--- config.mk ---
export PLATFORM = sky130hd
export DESIGN_NAME = velocity_command_slew_smoother
export DESIGN_NICKNAME = d
export VERILOG_FILES = /design/src/hdl/vcss_pkg.sv /design/src/hdl/vcss_ctrl.sv /design/src/hdl/vcss_dp.sv /design/src/hdl/velocity_command_slew_smoother.sv
export SDC_FILE = /design/constraint.sdc
export NUM_CORES = 2
export LEC_CHECK = 0
export BUFFER_PORTS_ARGS = -buffer_cell sky130_fd_sc_hd__buf_2
export CELL_PAD_IN_SITES_DETAIL_PLACEMENT = 1
export CELL_PAD_IN_SITES_GLOBAL_PLACEMENT = 1
export CORE_ASPECT_RATIO = 1.1
export CORE_MARGIN = 4
export CORE_UTILIZATION = 53
export CTS_CLUSTER_SIZE = 20
export DETAILED_ROUTE_END_ITERATION = 16
export PLACE_DENSITY = 0.95
export SLEW_MARGIN = 10
export SYNTH_ARGS = -nofsm -noshare
export SYNTH_HDL_FRONTEND = slang
export SYNTH_SLANG_ARGS = --single-unit
export TNS_END_PERCENT = 10
--- constraint.sdc ---
create_clock -name aclk -period 22.3 [get_ports aclk]
set_input_delay 2.23 -clock aclk [delete_from_list [all_inputs] [get_ports aclk]]
set_output_delay 2.23 -clock aclk [all_outputs]
set_load 0.01 [all_outputs]
--- src/hdl/vcss_pkg.sv ---
`default_nettype none
package vcss_pkg;

    localparam int CHANNELS    = 4;
    localparam int VALUE_WIDTH = 16;
    localparam int SQRT_STEPS  = 17;   // 34-bit radicand, one result bit per step
    localparam int DIV_STEPS   = 16;   // quotient always fits in 16 bits
    localparam int CNT_W       = 5;

    localparam logic [16:0] ALPHA_ONE  = 17'h10000;
    localparam logic [33:0] SQRT_TOP   = 34'h1_0000_0000;

    // configuration register indexes
    typedef enum logic [2:0] {
        CFG_ALPHA      = 3'd0,
        CFG_XY_LIMIT   = 3'd1,
        CFG_Z_LIMIT    = 3'd2,
        CFG_YAW_LIMIT  = 3'd3,
        CFG_BOUNDS_EN  = 3'd4,
        CFG_MIN_BOUNDS = 3'd5,
        CFG_MAX_BOUNDS = 3'd6
    } cfg_index_t;

    typedef struct packed {
        logic [16:0] alpha;
        logic [14:0] xy_step_max;
        logic [14:0] z_limit;
        logic [14:0] yaw_limit;
        logic        bounds_en;
        logic [63:0] min_bounds;
        logic [63:0] max_bounds;
    } vcss_cfg_t;

    typedef enum logic [2:0] {
        MUL_NONE,
        MUL_SMOOTH,
        MUL_SQ0,
        MUL_SQ1,
        MUL_LIM
    } mul_op_t;

    typedef enum logic [2:0] {
        ST_IDLE,
        ST_SMOOTH,
        ST_SQUARE,
        ST_SQRT,
        ST_LIMIT,
        ST_DIV,
        ST_DIV_STORE,
        ST_FINISH
    } state_t;

    typedef struct packed {
        logic       load;
        mul_op_t    mul_op;
        logic [1:0] ch;
        logic       axis;
        logic       sqrt_step;
        logic       div_step;
        logic       div_store;
        logic       commit;
    } vcss_cmd_t;

    typedef struct packed {
        logic scale_needed;
        logic out_free;
    } vcss_status_t;

    function automatic logic signed [15:0] bound_clamp(
        input logic signed [15:0] v,
        input logic               en,
        input logic signed [15:0] lo,
        input logic signed [15:0] hi
    );
        logic signed [15:0] t;
        t = v;
        if (en) begin
            if (t > hi) t = hi;
            if (t < lo) t = lo;
        end
        return t;
    endfunction

endpackage
`default_nettype wire

--- src/hdl/vcss_ctrl.sv ---
`default_nettype none
module vcss_ctrl
    import vcss_pkg::*;
(
    input  wire logic         aclk,
    input  wire logic         aresetn,
    input  wire logic         s_valid,
    input  wire logic         s_op,
    output logic              s_ready,
    input  wire vcss_status_t st,
    output vcss_cmd_t         cmd
);

    state_t             state_reg, state_next;
    logic [CNT_W-1:0]   cnt_reg, cnt_next;
    logic               axis_reg, axis_next;

    always_ff @(posedge aclk) begin
        if (!aresetn) begin
            state_reg <= ST_IDLE;
            cnt_reg   <= '0;
            axis_reg  <= 1'b0;
        end else begin
            state_reg <= state_next;
            cnt_reg   <= cnt_next;
            axis_reg  <= axis_next;
        end
    end

    always_comb begin
        state_next = state_reg;
        cnt_next   = cnt_reg;
        axis_next  = axis_reg;
        s_ready    = 1'b0;
        cmd        = '0;
        cmd.mul_op = MUL_NONE;
        cmd.ch     = cnt_reg[1:0];
        cmd.axis   = axis_reg;
        unique case (state_reg)
            ST_IDLE: begin
                s_ready = 1'b1;
                if (s_valid) begin
                    cmd.load = 1'b1;
                    cnt_next = '0;
                    if (!s_op) state_next = ST_SMOOTH;
                end
            end
            ST_SMOOTH: begin
                cmd.mul_op = MUL_SMOOTH;
                cnt_next   = cnt_reg + 1'b1;
                if (cnt_reg == CNT_W'(CHANNELS - 1)) begin
                    cnt_next   = '0;
                    state_next = ST_SQUARE;
                end
            end
            ST_SQUARE: begin
                cmd.mul_op = cnt_reg[0] ? MUL_SQ1 : MUL_SQ0;
                cnt_next   = cnt_reg + 1'b1;
                if (cnt_reg[0]) begin
                    cnt_next   = '0;
                    state_next = ST_SQRT;
                end
            end
            ST_SQRT: begin
                cmd.sqrt_step = 1'b1;
                cnt_next      = cnt_reg + 1'b1;
                if (cnt_reg == CNT_W'(SQRT_STEPS - 1)) begin
                    cnt_next   = '0;
                    axis_next  = 1'b0;
                    state_next = ST_LIMIT;
                end
            end
            ST_LIMIT: begin
                if (st.scale_needed) begin
                    cmd.mul_op = MUL_LIM;
                    cnt_next   = '0;
                    state_next = ST_DIV;
                end else begin
                    state_next = ST_FINISH;
                end
            end
            ST_DIV: begin
                cmd.div_step = 1'b1;
                cnt_next     = cnt_reg + 1'b1;
                if (cnt_reg == CNT_W'(DIV_STEPS - 1)) begin
                    cnt_next   = '0;
                    state_next = ST_DIV_STORE;
                end
            end
            ST_DIV_STORE: begin
                cmd.div_store = 1'b1;
                if (axis_reg) begin
                    state_next = ST_FINISH;
                end else begin
                    axis_next  = 1'b1;
                    state_next = ST_LIMIT;
                end
            end
            ST_FINISH: begin
                if (st.out_free) begin
                    cmd.commit = 1'b1;
                    state_next = ST_IDLE;
                end
            end
            default: state_next = ST_IDLE;
        endcase
    end

endmodule
`default_nettype wire

--- src/hdl/vcss_dp.sv ---
`default_nettype none
module vcss_dp
    import vcss_pkg::*;
(
    input  wire logic               aclk,
    input  wire logic               aresetn,
    input  wire vcss_cfg_t          cfg,
    input  wire vcss_cmd_t          cmd,
    output vcss_status_t            st,
    input  wire logic               s_op,
    input  wire logic signed [15:0] s_measured_vx,
    input  wire logic signed [15:0] s_measured_vy,
    input  wire logic signed [15:0] s_measured_vz,
    input  wire logic signed [15:0] s_cmd_vx,
    input  wire logic signed [15:0] s_cmd_vy,
    input  wire logic signed [15:0] s_cmd_vz,
    input  wire logic signed [15:0] s_cmd_yaw_rate,
    output logic                    m_valid,
    input  wire logic               m_ready,
    output logic signed [15:0]      m_out_vx,
    output logic signed [15:0]      m_out_vy,
    output logic signed [15:0]      m_out_vz,
    output logic signed [15:0]      m_out_yaw_rate
);

    logic signed [15:0] held_reg  [CHANNELS];
    logic               held_valid_reg;
    logic signed [15:0] cmdv_reg  [CHANNELS];
    logic signed [16:0] delta_reg [CHANNELS];
    logic [33:0]        x_reg, r_reg, bit_reg;
    logic [17:0]        rem_reg;
    logic [15:0]        dlow_reg;
    logic signed [15:0] out_reg   [CHANNELS];
    logic               out_valid_reg;

    logic signed [15:0] lo_b [CHANNELS];
    logic signed [15:0] hi_b [CHANNELS];
    logic signed [15:0] meas [CHANNELS];
    logic signed [15:0] incmd [CHANNELS];
    logic signed [15:0] fin  [CHANNELS];

    logic [1:0]         axis_idx;
    logic [16:0]        a_eff;
    logic signed [16:0] diff;
    logic               diff_neg;
    logic [16:0]        diff_mag;
    logic signed [16:0] dsel;
    logic [16:0]        dsel_mag;
    logic [16:0]        mul_a, mul_b;
    logic [33:0]        mul_p;
    logic [15:0]        smooth_q;
    logic [33:0]        rb;
    logic [16:0]        root;
    logic [17:0]        div_t;
    logic               div_ge;
    logic signed [16:0] q_signed;

    assign meas[0]  = s_measured_vx;
    assign meas[1]  = s_measured_vy;
    assign meas[2]  = s_measured_vz;
    assign meas[3]  = '0;
    assign incmd[0] = s_cmd_vx;
    assign incmd[1] = s_cmd_vy;
    assign incmd[2] = s_cmd_vz;
    assign incmd[3] = s_cmd_yaw_rate;

    assign axis_idx = {1'b0, cmd.axis};

    always_comb begin
        for (int i = 0; i < CHANNELS; i++) begin
            lo_b[i] = cfg.min_bounds[16*i +: 16];
            hi_b[i] = cfg.max_bounds[16*i +: 16];
        end
    end

    assign a_eff = (cfg.alpha > ALPHA_ONE) ? ALPHA_ONE : cfg.alpha;

    // shared 17x17 multiplier
    always_comb begin
        diff     = 17'(cmdv_reg[cmd.ch]) - 17'(held_reg[cmd.ch]);
        diff_neg = diff[16];
        diff_mag = diff_neg ? 17'(-diff) : 17'(diff);
        unique case (cmd.mul_op)
            MUL_SQ1:  dsel = delta_reg[1];
            MUL_LIM:  dsel = delta_reg[axis_idx];
            default:  dsel = delta_reg[0];
        endcase
        dsel_mag = dsel[16] ? 17'(-dsel) : 17'(dsel);
        unique case (cmd.mul_op)
            MUL_SMOOTH: begin
                mul_a = diff_mag;
                mul_b = a_eff;
            end
            MUL_SQ0, MUL_SQ1: begin
                mul_a = dsel_mag;
                mul_b = dsel_mag;
            end
            MUL_LIM: begin
                mul_a = dsel_mag;
                mul_b = {2'b00, cfg.xy_step_max};
            end
            default: begin
                mul_a = '0;
                mul_b = '0;
            end
        endcase
        mul_p    = mul_a * mul_b;
        smooth_q = mul_p[31:16];
    end

    assign rb     = r_reg + bit_reg;
    assign root   = r_reg[16:0];
    assign div_t  = {rem_reg[16:0], dlow_reg[15]};
    assign div_ge = div_t >= {1'b0, root};
    assign q_signed = delta_reg[axis_idx][16] ? -$signed({1'b0, dlow_reg})
                                              :  $signed({1'b0, dlow_reg});

    // z and yaw step limits, final sum, saturate, bound clamp
    always_comb begin
        logic signed [16:0] d;
        logic signed [17:0] lim;
        logic signed [17:0] sum;
        logic signed [15:0] sat;
        for (int i = 0; i < CHANNELS; i++) begin
            d   = delta_reg[i];
            lim = '0;
            if (i == 2) lim = $signed({3'b000, cfg.z_limit});
            if (i == 3) lim = $signed({3'b000, cfg.yaw_limit});
            if (i >= 2) begin
                if (18'(d) > lim)  d = 17'(lim);
                if (18'(d) < -lim) d = 17'(-lim);
            end
            sum = 18'(held_reg[i]) + 18'(d);
            if (sum > 18'sd32767)       sat = 16'sh7fff;
            else if (sum < -18'sd32768) sat = -16'sh8000;
            else                        sat = sum[15:0];
            fin[i] = bound_clamp(sat, cfg.bounds_en, lo_b[i], hi_b[i]);
        end
    end

    always_ff @(posedge aclk) begin
        if (!aresetn) begin
            held_valid_reg <= 1'b0;
            out_valid_reg  <= 1'b0;
            for (int i = 0; i < CHANNELS; i++) held_reg[i] <= '0;
        end else begin
            if (cmd.commit) out_valid_reg <= 1'b1;
            else if (m_ready) out_valid_reg <= 1'b0;
            if (cmd.load) begin
                if (s_op) begin
                    held_valid_reg <= 1'b0;
                    for (int i = 0; i < CHANNELS; i++) held_reg[i] <= '0;
                end else if (!held_valid_reg) begin
                    held_valid_reg <= 1'b1;
                    for (int i = 0; i < CHANNELS; i++)
                        held_reg[i] <= bound_clamp(meas[i], cfg.bounds_en, lo_b[i], hi_b[i]);
                end
            end
            if (cmd.commit) begin
                for (int i = 0; i < CHANNELS; i++) held_reg[i] <= fin[i];
            end
        end
    end

    always_ff @(posedge aclk) begin
        if (cmd.load) begin
            for (int i = 0; i < CHANNELS; i++) cmdv_reg[i] <= incmd[i];
        end
        unique case (cmd.mul_op)
            MUL_SMOOTH: delta_reg[cmd.ch] <= diff_neg ? -$signed({1'b0, smooth_q})
                                                      :  $signed({1'b0, smooth_q});
            MUL_SQ0:    x_reg <= mul_p;
            MUL_SQ1: begin
                x_reg   <= x_reg + mul_p;
                r_reg   <= '0;
                bit_reg <= SQRT_TOP;
            end
            MUL_LIM: begin
                rem_reg  <= {3'b000, mul_p[30:16]};
                dlow_reg <= mul_p[15:0];
            end
            default: ;
        endcase
        if (cmd.sqrt_step) begin
            if (x_reg >= rb) begin
                x_reg <= x_reg - rb;
                r_reg <= (r_reg >> 1) + bit_reg;
            end else begin
                r_reg <= r_reg >> 1;
            end
            bit_reg <= bit_reg >> 2;
        end
        if (cmd.div_step) begin
            rem_reg  <= div_ge ? div_t - {1'b0, root} : div_t;
            dlow_reg <= {dlow_reg[14:0], div_ge};
        end
        if (cmd.div_store) delta_reg[axis_idx] <= q_signed;
        if (cmd.commit) begin
            for (int i = 0; i < CHANNELS; i++) out_reg[i] <= fin[i];
        end
    end

    assign st = vcss_status_t'{scale_needed: (root > {2'b00, cfg.xy_step_max}),
                               out_free:     (!out_valid_reg || m_ready)};

    assign m_valid        = out_valid_reg;
    assign m_out_vx       = out_reg[0];
    assign m_out_vy       = out_reg[1];
    assign m_out_vz       = out_reg[2];
    assign m_out_yaw_rate = out_reg[3];

    a_commit_free: assert property (@(posedge aclk) disable iff (!aresetn)
        cmd.commit |-> st.out_free)
        else $error("result committed over an untaken word");
    a_commit_valid: assert property (@(posedge aclk) disable iff (!aresetn)
        cmd.commit |=> (m_valid && held_valid_reg))
        else $error("commit did not raise output valid and held valid");
    a_clear: assert property (@(posedge aclk) disable iff (!aresetn)
        (cmd.load && s_op) |=> !held_valid_reg)
        else $error("clear word left held command valid");

endmodule
`default_nettype wire

--- src/hdl/velocity_command_slew_smoother.sv ---
// Velocity command slew smoother: x, y, z velocity and yaw rate, signed Q8.8.
// Input channel (s_valid/s_ready): one word per control update; s_op=0 applies
// the command, s_op=1 clears the held command and yields no result.
// Output channel (m_valid/m_ready): one word per apply, the new held command.
// Config: cfg_wr_en/cfg_index/cfg_wdata, written by the user only while the
// block is idle; the block itself does not enforce it. One word is in flight
// at a time. An apply runs smoothing, squares and a 17-step square root, then,
// when the xy step must be scaled, two 16-step restoring divides before it
// commits; the smoothing, the squares and the divide dividends share one
// 17x17 multiplier. A clear word is handled in idle and starts no sequence.
// The result sits in an output register, so s_ready returns while the word
// waits for m_ready; a stalled receiver only holds the next apply at its
// final step until the output register frees.
// Reset (aresetn low, synchronous): config to defaults (alpha one, step
// limits 256, bounds off), held command cleared and unseeded, output empty.
// The first apply after reset or clear seeds from the measured velocity.
`default_nettype none
module velocity_command_slew_smoother
    import vcss_pkg::*;
(
    input  wire logic               aclk,
    input  wire logic               aresetn,
    input  wire logic               s_valid,
    output logic                    s_ready,
    input  wire logic               s_op,
    input  wire logic signed [15:0] s_measured_vx,
    input  wire logic signed [15:0] s_measured_vy,
    input  wire logic signed [15:0] s_measured_vz,
    input  wire logic signed [15:0] s_cmd_vx,
    input  wire logic signed [15:0] s_cmd_vy,
    input  wire logic signed [15:0] s_cmd_vz,
    input  wire logic signed [15:0] s_cmd_yaw_rate,
    output logic                    m_valid,
    input  wire logic               m_ready,
    output logic signed [15:0]      m_out_vx,
    output logic signed [15:0]      m_out_vy,
    output logic signed [15:0]      m_out_vz,
    output logic signed [15:0]      m_out_yaw_rate,
    input  wire logic               cfg_wr_en,
    input  wire logic [2:0]         cfg_index,
    input  wire logic [63:0]        cfg_wdata
);

    vcss_cfg_t    cfg_reg;
    vcss_cmd_t    cmd;
    vcss_status_t st;

    // configuration registers; unknown indexes are dropped
    always_ff @(posedge aclk) begin
        if (!aresetn) begin
            cfg_reg.alpha       <= ALPHA_ONE;
            cfg_reg.xy_step_max <= 15'd256;
            cfg_reg.z_limit     <= 15'd256;
            cfg_reg.yaw_limit   <= 15'd256;
            cfg_reg.bounds_en   <= 1'b0;
            cfg_reg.min_bounds  <= '0;
            cfg_reg.max_bounds  <= '0;
        end else if (cfg_wr_en) begin
            unique case (cfg_index)
                CFG_ALPHA:      cfg_reg.alpha       <= cfg_wdata[16:0];
                CFG_XY_LIMIT:   cfg_reg.xy_step_max <= cfg_wdata[14:0];
                CFG_Z_LIMIT:    cfg_reg.z_limit     <= cfg_wdata[14:0];
                CFG_YAW_LIMIT:  cfg_reg.yaw_limit   <= cfg_wdata[14:0];
                CFG_BOUNDS_EN:  cfg_reg.bounds_en   <= cfg_wdata[0];
                CFG_MIN_BOUNDS: cfg_reg.min_bounds  <= cfg_wdata;
                CFG_MAX_BOUNDS: cfg_reg.max_bounds  <= cfg_wdata;
                default: ;
            endcase
        end
    end

    // sequencer: clear in idle, or smoothing, squares, root, optional xy scaling, commit
    vcss_ctrl u_ctrl (
        .aclk    (aclk),
        .aresetn (aresetn),
        .s_valid (s_valid),
        .s_op    (s_op),
        .s_ready (s_ready),
        .st      (st),
        .cmd     (cmd)
    );

    // held command, shared multiplier, root and divide units, output register
    vcss_dp u_dp (
        .aclk           (aclk),
        .aresetn        (aresetn),
        .cfg            (cfg_reg),
        .cmd            (cmd),
        .st             (st),
        .s_op           (s_op),
        .s_measured_vx  (s_measured_vx),
        .s_measured_vy  (s_measured_vy),
        .s_measured_vz  (s_measured_vz),
        .s_cmd_vx       (s_cmd_vx),
        .s_cmd_vy       (s_cmd_vy),
        .s_cmd_vz       (s_cmd_vz),
        .s_cmd_yaw_rate (s_cmd_yaw_rate),
        .m_valid        (m_valid),
        .m_ready        (m_ready),
        .m_out_vx       (m_out_vx),
        .m_out_vy       (m_out_vy),
        .m_out_vz       (m_out_vz),
        .m_out_yaw_rate (m_out_yaw_rate)
    );

endmodule
`default_nettype wire
# Word level (Yosys, flattened, before mapping)

Memory sizes are Yosys's and may differ from the RTL's. A register that Yosys moved wholly into a read port is not among the register bits.
Index checks and enable logic that the tools add are counted.

Register bits after elaboration: 320
Bits in latches: 0
Bits in writable memories: 260
Memory bits (read-only): 0
Bits of input ports: 185
Memories kept: 4

Memory list:

| memory         | depth | bits a word | rd ports | clocked after memory_dff | wr ports | line          | text |
|---|---|---|---|---|---|---|---|
| u_dp.delta_reg | 4     | 17          | 5        | 1                        | 1        | vcss_dp.sv:29 | `logic signed [16:0] delta_reg [CHANNELS];` |
| u_dp.cmdv_reg  | 4     | 16          | 1        | 1                        | 4        | vcss_dp.sv:28 | `logic signed [15:0] cmdv_reg [CHANNELS];` |
| u_dp.held_reg  | 4     | 16          | 5        | 1                        | 4        | vcss_dp.sv:26 | `logic signed [15:0] held_reg [CHANNELS];` |
| u_dp.out_reg   | 4     | 16          | 4        | 0                        | 4        | vcss_dp.sv:33 | `logic signed [15:0] out_reg [CHANNELS];` |

Add/subtract/negate cells: 17
Multipliers: 1
Div/mod/pow operators: 0
$lt $le $gt $ge: 32
Equal/unequal tests: 28
Shifts and indexed selects: 0
Muxes and demuxes: 171
Bitwise operators: 12
Reduce and logical (&&, ||, !) cells: 22

Operator list:

| operator                                                         | count |
|---|---|
| 2-to-1 mux 16 bit                                                | 86 |
| 2-to-1 mux 17 bit                                                | 13 |
| 2-to-1 mux 34 bit                                                | 5 |
| < comparator 16 bit                                              | 8 |
| greater-than comparator 16 bit                                   | 7 |
| adder 16 x 17 -> 18 bit                                          | 4 |
| greater-than comparator 18 x 16 -> 1 bit (second input constant) | 4 |
| < comparator 18 x 16 -> 1 bit (second input constant)            | 4 |
| one-hot mux 17 bit (2 select lines)                              | 2 |
| one-hot mux 34 bit (2 select lines)                              | 1 |
| 2-to-1 mux 31 bit                                                | 2 |
| one-hot mux 17 bit (3 select lines)                              | 1 |
| < comparator 17 x 18 -> 1 bit                                    | 2 |
| negator 15 -> 18 bit                                             | 2 |
| adder 33 x 33 -> 34 bit                                          | 1 |
| adder 34 x 33 -> 34 bit                                          | 1 |
| adder 34 bit                                                     | 1 |
| >= comparator 34 bit                                             | 1 |
| greater-than comparator 17 x 16 -> 1 bit                         | 2 |
| multiplier 17 x 17 -> 34 bit                                     | 1 |
| 2-to-1 mux 1 bit                                                 | 34 |
| negator 16 -> 17 bit                                             | 2 |
| negator 17 bit                                                   | 2 |
| subtractor 34 bit                                                | 1 |
| other kinds (34)                                                 | 96 |

# Logic depth before layout (Yosys ltp)

Depth after elaboration: 16
Mapped depth: 65
Gate-level depth less buffers: 59

# Hierarchy

A second synthesis with hierarchy kept.

Cell total of the unflattened synthesis: 6684
Area, all modules: 58670.0 sq um

By module, submodules not included:

| module                         | instances | cells an instance | area each (sq um) | sequential area each (sq um) |
|---|---|---|---|---|
| vcss_dp                        | 1         | 5881              | 50782.5           | 11040.6 |
| velocity_command_slew_smoother | 1         | 696               | 7013.0            | 3823.7 |
| vcss_ctrl                      | 1         | 107               | 874.6             | 180.2 |

# Worst setup path after synthesis

OpenSTA, ideal clock, no wires.

Path type: register -> register
Start: reg cfg_reg[130] (netlist name)
End: mem u_dp.held_reg[3][10] (data pin)
Library setup time: 264 ps
Data arrival time: 12393 ps
Path slack: 9643 ps
Cell stages (with the launch flop): 63
Path buffers: 8
Clock period less this slack: 12657 ps
Cell sequence: dfxtp_1 > inv_1 > ha_1 > nor2b_1 > o21a_1 > o21ai_0 > nand2b_1 > a21oi_1 > nor2_1 > a211oi_1 > o21ai_0 > a21oi_1 > o21ai_0 > ha_1 > o41ai_1 > clkbuf_1 > clkbuf_1 > o21a_1 > [27 not listed] > o21ai_1 > clkbuf_1 > clkbuf_1 > clkbuf_1 > mux2_2 > ha_1 > a21o_1 > a21o_1 > a211oi_1 > o21ai_0 > a22o_1 > or3b_2 > a211oi_1 > a211oi_2 > a21o_1 > buf_2 > a22o_1 > o2bb2ai_1

RTL lines:

| element         | line                                 | text |
|---|---|---|
| start, declared | velocity_command_slew_smoother.sv:44 | `vcss_cfg_t cfg_reg;` |
| end, declared   | vcss_dp.sv:26                        |  |

==> results.cfg <==
[outcome]
status = complete, but fails checks
violations = max-capacitance violations

[power]
ir_drop_mv = 0.156
leakage_nw = 27.4
power.total_mw = 8.71
p_per_area_nw_per_um2 = 137

[timing]
min_period_ns = 14.41
fmax_ghz = 0.0694
tns_ns = 0
min_period_over_period_pct = 64.6
drv_slew = 0
worstMarginPinSlew_ns = 1.46
setup_violations = 0
max-slew-margin-rel_pct = 0.0996
final.setup_skew_ns = 0.0377
rsz0062_at_grt = no
final-hold-violation-count = 0

[detailed_routing]
vias = 56100
route.detailed.drc = 0
dr.first_iter.drc_count = 5477
routed_wl_um = 236000
routed.top_layer = met5
wl_per_cell_um = 28.2
dr.pass1.iters = 14
drtAntennaViolNets = 0
viasPerCell = 6.72
dr_wl_met2_um = 108000
wl_met1_um = 85800
wl_met3_um = 20800

[floorplanning]
std_cell_rows = 127
chipHeight_um = 356
dieWidth_um = 324
io_pins = 251
start_util_pct = 53.4
core_um2 = 109000
die_area_um2 = 115000

[clock_network]
cts_tree = yes
htree_levels = 3
cts_setup_buffers = 0
clkSlewWorstSetupHoldPaths_ns = 0.07
cts_sinks = 583
cts_hold_buf = 0
insertion_delay_ns = 0.70
numCtsBuffers = 71
cts-resized-gates = 0
cts_root_buf = clkbuf_16
cts_buffer_depth = 3

[global_routing]
grt_max_degree = 92
grt_antenna_before_repair = 13
grt_pass1_vias = 60400
grt_overflow = 0
track_usage_pct = 40.2
grt_first_pass_wirelength_um = 357000

[yosys]
synth_area_leader_cell = edfxtp_1
ys_ff_latch = 583
syn_nets = 7775
synth_compound_area_share_pct = 20.2
synth_mux_area_share_pct = 5.69
ys.flop_type = edfxtp_1
synth-edff-count = 343
synth_top_family_by_area = adder cells
synthTopCellsByCount = nand2_1 (903), ha_1 (635), inv_1 (613)
syn_inst = 6723
synthXorXnorAreaFrac_pct = 4.21
synth_top_area_share_pct = 17.7
syn-cell-area_um2 = 58300
syn_area_per_cell_um2 = 8.67
synthAdderAreaFrac_pct = 21.6
synth-seq-area-share_pct = 25.9
synth_simple_gate_area_share_pct = 16.5
synth_warnings = 0
yosys-top-cells-area = edfxtp_1 (18%), ha_1 (14%), dfxtp_1 (8.2%)
synthArstFlopShare_pct = 0
synth_most_common_cell = nand2_1
ys_types = 107

[flow_run]
cap_viol_max_count = 1

[worst_setup_path]
slowest_delay_ns = 0.61
worstPathRequired_ns = 22.70
path_max_fanout = 30
path_class = flop to flop
startpoint_type = flop
cpMaxStageDelayCell = nand3_1
critPathMostFrequentCell = o21ai_0
cp.arrival_ns = 14.81
worstSetupEndpointType = flop

[finish]
layout-drive-gt1-share_pct = 10.1
syn_to_final_growth_pct = 9.00
num-nets-final = 7914
largest_reg_flops = 191

[worst_hold_path]
hold_class = flop to flop

[placed_design]
gp_congestion = 1.01
numPortBuffers = 250
place.detailed.hpwl_um = 175000
worst max-delay path: cells and delay by family, from the launching register on:
family / cells / cell delay [ns]
flip-flops: 1 / 0.42
AND/OR/NAND/NOR: 12 / 2.30
multiplexers: 2 / 0.77
adder cells (fa/ha/maj): 6 / 1.85
buffers and inverters: 7 / 1.52
AO/OA/AOI/OAI: 33 / 7.27
placed cells by master, fill, tap and decap left out, types with 41 or more instances in the layout:
cell       count
nand2b_1      67
mux2_2        89
a31oi_1       66
nand4_1       65
mux2i_1      157
a211oi_1      41
inv_1        613
edfxtp_1     343
xnor2_1      178
nand2_1      903
nor2_1       410
nor3_1       112
buf_4         95
a21oi_1      381
o21a_1        78
nor2b_1       72
fa_1         232
ha_1         635
clkbuf_16     77
xor2_1       102
or3_1         51
a21boi_0     200
o21ai_0      312
and2_1       111
nand3_1      110
a21o_1       209
buf_2        249
dfxtp_1      236
stage by stage:
| step | area [um2] | setup slack [ns] | utilization (%) | hold slack (ns) | cells |
|---|---|---|---|---|---|
| final | 63500 | 7.89 | 58.2 | 0.485 | 8350 |
| after floorplan | 58300 | 9.64 | - | 0.443 | 6723 |
| after global routing | 63500 | 7.05 | 58.2 | 0.504 | 8340 |
| after global placement | 61100 | 8.80 | 55.9 | 0.453 | 8208 |
| after detailed placement | 61100 | 8.34 | 55.9 | 0.473 | 8208 |
| after CTS | 63500 | 8.07 | 58.2 | 0.483 | 8339 |
cells by family after synthesis:
logic type	after synthesis
compound gates	1743
xor+xnor	280
fa+ha+maj	867
buf+inv	893
flops	583
mux	280
simple gates	2077
cell type report:
type                       instances  area [um2]
fill                           12800       45600
multi-input combinational       5247       39900
sequential                       583       15100
inverter                         615        2310
clock buffer                      99        2110
timing repair buffer             344        1960
tap                             1419        1780
clock inverter                    32         314
antenna                           11        27.5
routing by layer:
layer  track usage [%]  vias to the layer above
met5                 0                        -
met4              29.9                        6
met3              8.32                     1120
met2              65.2                     3156
met1              46.9                    27700
li1                  -                    24100
final timing paths:
kind	start	endpoint	slack, ns	cells after the start
hold reg to reg	cfg_reg[80]	cfg_reg[80]	0.48	2
setup / recovery	cfg_reg[130]	u_dp.held_reg[3][14]	7.89	60
setup reg to reg	cfg_reg[130]	u_dp.held_reg[3][14]	7.89	60
hold / removal	cfg_reg[80]	cfg_reg[80]	0.48	2
power breakdown:
part / total (mW) / internal (mW) / switching [mW]
Sequential: 1.61 / 1.43 / 0.182
Combinational: 5.85 / 2.04 / 3.81
Clock: 1.25 / 0.714 / 0.532
Power figures use the tool's default switching activity.
